`src/rtl/core/lruwb_pkg.sv`:
```
// Shared types and constants for the LRU write-back page cache.
// No dependencies; used by lruwb_cell and lru_writeback_page_cache.
package lruwb_pkg;

    localparam int ENTRIES_DEF      = 64;
    localparam int PAGE_BITS_DEF    = 64;
    localparam int ADDRESS_BITS_DEF = 40;
    localparam int OP_W             = 3;

    localparam logic [OP_W-1:0] OP_CONTAINS    = 3'd0;
    localparam logic [OP_W-1:0] OP_GET         = 3'd1;
    localparam logic [OP_W-1:0] OP_PUT         = 3'd2;
    localparam logic [OP_W-1:0] OP_MARK_DIRTY  = 3'd3;
    localparam logic [OP_W-1:0] OP_FLUSH       = 3'd4;
    localparam logic [OP_W-1:0] OP_CLEAR_FLUSH = 3'd5;

    typedef enum logic [1:0] {
        S_IDLE,
        S_EXEC,
        S_WALK,
        S_FINAL
    } state_t;

    // Per-cell load controls driven by the sequencer.
    typedef struct packed {
        logic cmp;        // capture tag match against the incoming address
        logic shift;      // load from the more recent neighbor
        logic rot;        // load from the less recent neighbor (flush walk)
        logic set_dirty;  // mark the held page dirty
        logic clear;      // invalidate the cell
    } cell_ctrl_t;

endpackage

```
`src/rtl/core/lruwb_cell.sv`:
```
// One recency slot of the page cache chain: tag, page word, valid, dirty and match flag.
// Depends on lruwb_pkg for the cell control struct.
module lruwb_cell #(
    parameter int PAGE_BITS    = lruwb_pkg::PAGE_BITS_DEF,
    parameter int ADDRESS_BITS = lruwb_pkg::ADDRESS_BITS_DEF
) (
    input  logic                    clk,
    input  logic                    rst_n,
    input  lruwb_pkg::cell_ctrl_t   ctrl,
    input  logic [ADDRESS_BITS-1:0] cmp_tag,
    input  logic                    prev_valid,
    input  logic                    prev_dirty,
    input  logic [ADDRESS_BITS-1:0] prev_tag,
    input  logic [PAGE_BITS-1:0]    prev_data,
    input  logic                    next_valid,
    input  logic                    next_dirty,
    input  logic [ADDRESS_BITS-1:0] next_tag,
    input  logic [PAGE_BITS-1:0]    next_data,
    output logic                    valid,
    output logic                    dirty,
    output logic [ADDRESS_BITS-1:0] tag,
    output logic [PAGE_BITS-1:0]    data,
    output logic                    match
);

    logic                    valid_reg, valid_next;
    logic                    dirty_reg, dirty_next;
    logic                    match_reg, match_next;
    logic [ADDRESS_BITS-1:0] tag_reg, tag_next;
    logic [PAGE_BITS-1:0]    data_reg, data_next;

    always_comb
    begin
        valid_next = valid_reg;
        dirty_next = dirty_reg;
        tag_next   = tag_reg;
        data_next  = data_reg;
        if (ctrl.shift)
        begin
            valid_next = prev_valid;
            dirty_next = prev_dirty;
            tag_next   = prev_tag;
            data_next  = prev_data;
        end
        else if (ctrl.rot)
        begin
            valid_next = next_valid;
            dirty_next = next_dirty;
            tag_next   = next_tag;
            data_next  = next_data;
        end
        if (ctrl.set_dirty)
        begin
            dirty_next = 1'b1;
        end
        if (ctrl.clear)
        begin
            valid_next = 1'b0;
            dirty_next = 1'b0;
        end
        match_next = ctrl.cmp ? (valid_reg && (tag_reg == cmp_tag)) : match_reg;
    end

    always_ff @(posedge clk or negedge rst_n)
    begin
        if (!rst_n)
        begin
            valid_reg <= 1'b0;
            dirty_reg <= 1'b0;
            match_reg <= 1'b0;
        end
        else
        begin
            valid_reg <= valid_next;
            dirty_reg <= dirty_next;
            match_reg <= match_next;
        end
    end

    always_ff @(posedge clk)
    begin
        tag_reg  <= tag_next;
        data_reg <= data_next;
    end

    assign valid = valid_reg;
    assign dirty = dirty_reg;
    assign tag   = tag_reg;
    assign data  = data_reg;
    assign match = match_reg;

endmodule

```
`config.mk`:
```
export PLATFORM = sky130hd
export DESIGN_NAME = lruwb_cell
export DESIGN_NICKNAME = d
export VERILOG_FILES = /design/src/rtl/core/lruwb_pkg.sv /design/src/rtl/core/lruwb_cell.sv
export SDC_FILE = /design/constraint.sdc
export NUM_CORES = 1
export LEC_CHECK = 0
export BUFFER_PORTS_ARGS = -buffer_cell sky130_fd_sc_hd__buf_2
export CAP_MARGIN = 20
export CORE_AREA = 5 5 139 141
export CTS_CLUSTER_DIAMETER = 120
export DETAILED_ROUTE_END_ITERATION = 12
export DIE_AREA = 0 0 144 146
export GPL_TIMING_DRIVEN = 0
export HOLD_SLACK_MARGIN = 0.1
export PLACE_DENSITY = 0.59
export RECOVER_POWER = 100
export REMOVE_ABC_BUFFERS = 1
export SKIP_CTS_REPAIR_TIMING = 1
export SYNTH_ARGS = -nofsm -noshare
export SYNTH_HDL_FRONTEND = slang
export SYNTH_SLANG_ARGS = --single-unit
export TNS_END_PERCENT = 10
```
`constraint.sdc`:
```
create_clock -name clk -period 1.7 [get_ports clk]
set_clock_uncertainty 0.05 [all_clocks]
set_input_delay 0.085 -clock clk [delete_from_list [all_inputs] [get_ports clk]]
set_output_delay 0.085 -clock clk [all_outputs]
set_load 0.005 [all_outputs]
```
==> impl_summary.txt, run 1 <==
----------------------------------------------------
[Die]
  I/O pin total ... 366
  Width of the die ... around 140 µm
  Die Y-Extent ... 146 µm
  Number of placement rows ... 49
  Initial cell density of the core ... 27.7%

[Clock network]
  Number of buffers created by CTS ... 9
  Clock Sinks ... 107
  Number of levels in the clock H-tree ... 3
  Number of buffers between clock root and the deepest sink ... 2
  Cell at the root of the clock tree ... clkbuf_16

[Synth]
  Seq cells post-synth ... 107
  Number of instances in the synthesized netlist ... 288
  Post-synthesis area per instance ... 17.1 µm²
  Share of synthesized area occupied by flip-flops and latches ... 64.8%
  Proportion of synthesized flip-flops having asynchronous set or reset ... 2.80%
  Most numerous cell in the Yosys netlist ... mux2_2
  Most frequent cells after synthesis ... mux2_2, edfxtp_1, xor2_1, xnor2_1, buf_2
  Proportion of netlist area held by the largest area contributor ... between 60% and 70%
  Synth area leaders ... edfxtp_1, mux2_2, xor2_1, xnor2_1, dfrtp_1
  Cell accounting for the most synthesized area ... edfxtp_1
  Cell area after synthesis ... 4940 µm²
  Number of flops mapped to enable cells by yosys ... between 100 and 150
  Count of yosys warnings during synthesis ... 0
  Count of distinct cell types in the synthesized netlist ... 18
  Main synth FF type ... edfxtp_1

[Place]
  Post-DP HPWL ... ~13 mm
  Placed Cells ... 872
  Number of buffers added on ports ... 365
  Cell Area, Placed ... 7050 µm²
  Final estimated routing congestion in global placement ... 0.828

[Outcome]
  Tool Error ... [ERROR RSZ-0060] Max buffer count reached.
  Result of the run ... aborted with a tool error
  Stage where the flow stopped ... global routing (5_1_grt)

[STA]
  Worst_ep grt ... match$_DFFE_PN0P_/D
  WEP type ... sequential cell input

[Global route]
  Largest net degree at the start of global routing ... 57

----------------------------------------------------
==> cell families after synthesis <==
family          count (synthesis)  share of synthesized area (%)
simple gates                   18                           2.13
buf+inv                        13                           1.29
xor+xnor                       40                           7.10
mux                           107                           24.4
flops                         107                           64.8
compound gates                  3                          0.355
==> per-stage QoR <==
step	util [%]	setup WS, ps
floorplan	-	-152
CTS	41.5	-105
global placement	39.2	-2490
detailed placement	39.5	-479
==> run 2, diff against run 1 <==
CORE_AREA = unset   (was 5 5 139 141)
CORE_MARGIN = 5   (was unset)
CORE_UTILIZATION = 25   (was unset)
CTS_CLUSTER_DIAMETER = unset   (was 120)
DIE_AREA = unset   (was 0 0 144 146)
HOLD_SLACK_MARGIN = unset   (was 0.1)
PLACE_DENSITY = unset   (was 0.59)
PLACE_DENSITY_LB_ADDON = 0.15   (was unset)
==> impl_summary.txt, run 2 <==
----------------------------------------------------
[Outcome]
  Result of the run ... complete, but fails checks
  Violations in the final reports ... hold timing

[Die]
  Initial cell density of the core ... 25.4% (-2.3 points)
  Area of the die ... between 20000 and 25000 µm²
  I/O pin total ... 366 (unchanged)
  Die Y-Extent ... 151 µm (+3.1%)
  Width of the die ... 151 µm (+4.5%)
  Number of placement rows ... 51 (+4.1%)
  CORE AREA ... 19500 µm²

[Synth]
  Seq cells post-synth ... 107 (unchanged)
  Cell accounting for the most synthesized area ... edfxtp_1
  Post-synthesis area per instance ... 17.1 µm² (unchanged)
  Cell area after synthesis ... 4940 µm² (unchanged)
  Synth area leaders ... edfxtp_1, mux2_2, xor2_1, xnor2_1, dfrtp_1
  Proportion of synthesized flip-flops having asynchronous set or reset ... 2.80% (unchanged)
  Number of flops mapped to enable cells by yosys ... 104 (unchanged)
  Most frequent cells after synthesis ... mux2_2, edfxtp_1, xor2_1, xnor2_1, buf_2
  Most numerous cell in the Yosys netlist ... mux2_2
  Number of instances in the synthesized netlist ... 288 (unchanged)
  Main synth FF type ... edfxtp_1
  Count of yosys warnings during synthesis ... 0 (unchanged)
  Share of synthesized area occupied by flip-flops and latches ... 64.8% (unchanged)
  Proportion of netlist area held by the largest area contributor ... 63.3% (unchanged)
  Count of distinct cell types in the synthesized netlist ... 18 (unchanged)

[Layout]
  Leading cell types in the layout, fill and taps excluded ... buf_2, dlygate4sd3_1, edfxtp_1, mux2_2, clkbuf_1
  Number of antenna repair diodes ... 0
  Flip-flop count of the largest register after layout ... 64
  Utilization after layout ... a little under half
  Share of layout cells above drive strength 1 ... 48.5%
  Commonest non-fill, non-tap cell in the layout ... buf_2
  Area of the multi-input gates ... 1690 µm²
  Area used by sequential logic in the layout ... ~3200 µm²
  Fin nets ... 1068
  Layout area overhead ... 79.1%
  Summed area of non-filler cells in the final layout ... 8840 µm²
  Count of filler cells inserted in the layout ... 1821

[STA]
  Final period util ... 93.9%
  Transition time of the tightest slew-check pin ... ~670 ps
  Highest clock rate ... 0.626 GHz
  Hold violation total from the final report ... 4
  Fin crit period ... 1600 ps
  Max Transition Viols Final ... 0
  Headroom to the max-slew limit ... a little under three fifths
  Hold slack ... -7.27 ps
  Final count of negative-setup-slack endpoints ... 0
  RSZ-0062 raised after global routing ... no

[Run]
  Max-capacitance violation count ... 0

[Pwr]
  Clock network fraction of design power ... 31.1%
  Register share of total power ... 48.7%
  Highest ir drop seen on vdd ... 519 µV
  Leakage power of the design ... 3.70 nW
  Switching power ... 1.65 mW
  Pwr dens ... 777 nW/µm²
  Fraction of power spent switching nets ... 23.9%
  Combinational group share of total power ... approximately 20%
  Internal portion of total power ... 5.23 mW

[Global route]
  Initial antenna violation count ... 0
  Wire length of the first global-routing pass ... 21.9 mm
  Largest net degree at the start of global routing ... 57
  Global route total overflow ... 0
  Via count of the first global-routing pass ... 4082
  GRT Util Overall ... 12.9%

[Place]
  Cell Area, Placed ... 7120 µm² (+1.0%)
  Number of buffers added on ports ... 365 (unchanged)
  Post-DP HPWL ... 12.8 mm (+1.8%)
  Final estimated routing congestion in global placement ... 0.758 (-8.4%)

[Clock network]
  Number of levels in the clock H-tree ... 3 (unchanged)
  Number of buffers created by CTS ... 9 (unchanged)
  Worst-Skew Late Latency ... 350 ps
  Clock edge transition at the registers on the reported setup and hold paths ... 80 ps
  TritonCTS clock tree ... yes
  Cell at the root of the clock tree ... clkbuf_16
  Number of buffers between clock root and the deepest sink ... 2 (unchanged)
  Clock Sinks ... 107 (unchanged)

[Route]
  Count of TritonRoute iterations in the first routing pass ... 4
  Detailed-route vias per instance ... 4.14
  Wirelength, routed ... 17.3 mm
  Via count ... 4463
  Wire length per cell after detailed routing ... ~16 µm
  Final antenna-violating net count ... 0
  Count of unresolved DRC violations after routing ... 0
  Initial detailed-routing violation count ... 100

[Setup path]
  Critical path start-end classification ... reg -> reg
  WP data arrival ... 1800 ps
  Crit path required time ... 1900 ps
  Endpoint kind of the worst setup timing path ... register
  Element type at the critical path start ... register
  Worst-path fanout max ... 2

[Min path]
  Min-Delay Path Class ... in -> reg

----------------------------------------------------
==> run 2: cell counts after synthesis <==
Identical to the previous run, type by type.
==> run 2: through the flow <==
stage / hold WS, ps / cells / setup WS (ps) / total power, mW / setup TNS, ps
6_report: -7.27 / 1079 / 103 / 6.87 / 0
5_1_grt: -2.01 / 1079 / 9.43 / 7.23 / 0
4_1_cts: -547 / 925 / 12.6 / 6.76 / 0
3_5_place_dp: -155 / 909 / -31.5 / 4.56 / -47.3
3_3_place_gp: -155 / 906 / -2690 / 4.55 / -367480
2_1_floorplan: -261 / 276 / -152 / 3.80 / -15850
==> run 2: worst paths after layout <==
kind / to / slack, ps / from / depth (start not counted)
max reg2reg: match / 100 / tag[4] / 4
min in group asynchronous: dirty / 50 / rst_n / 2
max: match / 100 / tag[4] / 4
min reg2reg: match / 470 / match / 2
min: data[27] / -7 / next_data[27] / 2
max in group asynchronous: match / 1370 / rst_n / 2
==> run 2: area by class of cell <==
type	count	share of cell area, %
clock buffer	9	2.55
tap	265	3.75
clock inverter	7	0.835
timing repair buffer	522	37.5
sequential	107	36.2
multi-input combinational	168	19.1
inverter	1	0.0424
==> run 2: power groups by stage <==
stage / logic [mW] / clock network [mW] / registers [mW]
after global placement: 1.15 / 0 / 3.40
after global routing: 1.52 / 2.33 / 3.38
after detailed placement: 1.16 / 0 / 3.40
final: 1.39 / 2.14 / 3.35
after floorplan: 0.359 / 0 / 3.44
after CTS: 1.17 / 2.25 / 3.34
==> run 2: metal layers <==
layer  GRT usage (%)  wire, µm  share of wire [%]
met5               0         0                  0
met2            23.0      8860                 51
met3            6.02      2060                 12
met4            4.99       388                2.2
met1            13.0      6050                 35
==> run 2: cell families after synthesis <==
kind of cell    after synthesis  share of synthesized area [%]
xor+xnor                     40                           7.10
compound gates                3                          0.355
flops                       107                           64.8
buf+inv                      13                           1.29
simple gates                 18                           2.13
mux                         107                           24.4
==> run 2: worst max-delay path, stage by stage, from the launching register on <==
cell	delay [ps]
edfxtp_1	410
xnor2_1	180
nand4_1	150
or4_4	530
o31ai_2	180
Note: power is estimated with default switching activity, not from simulation.
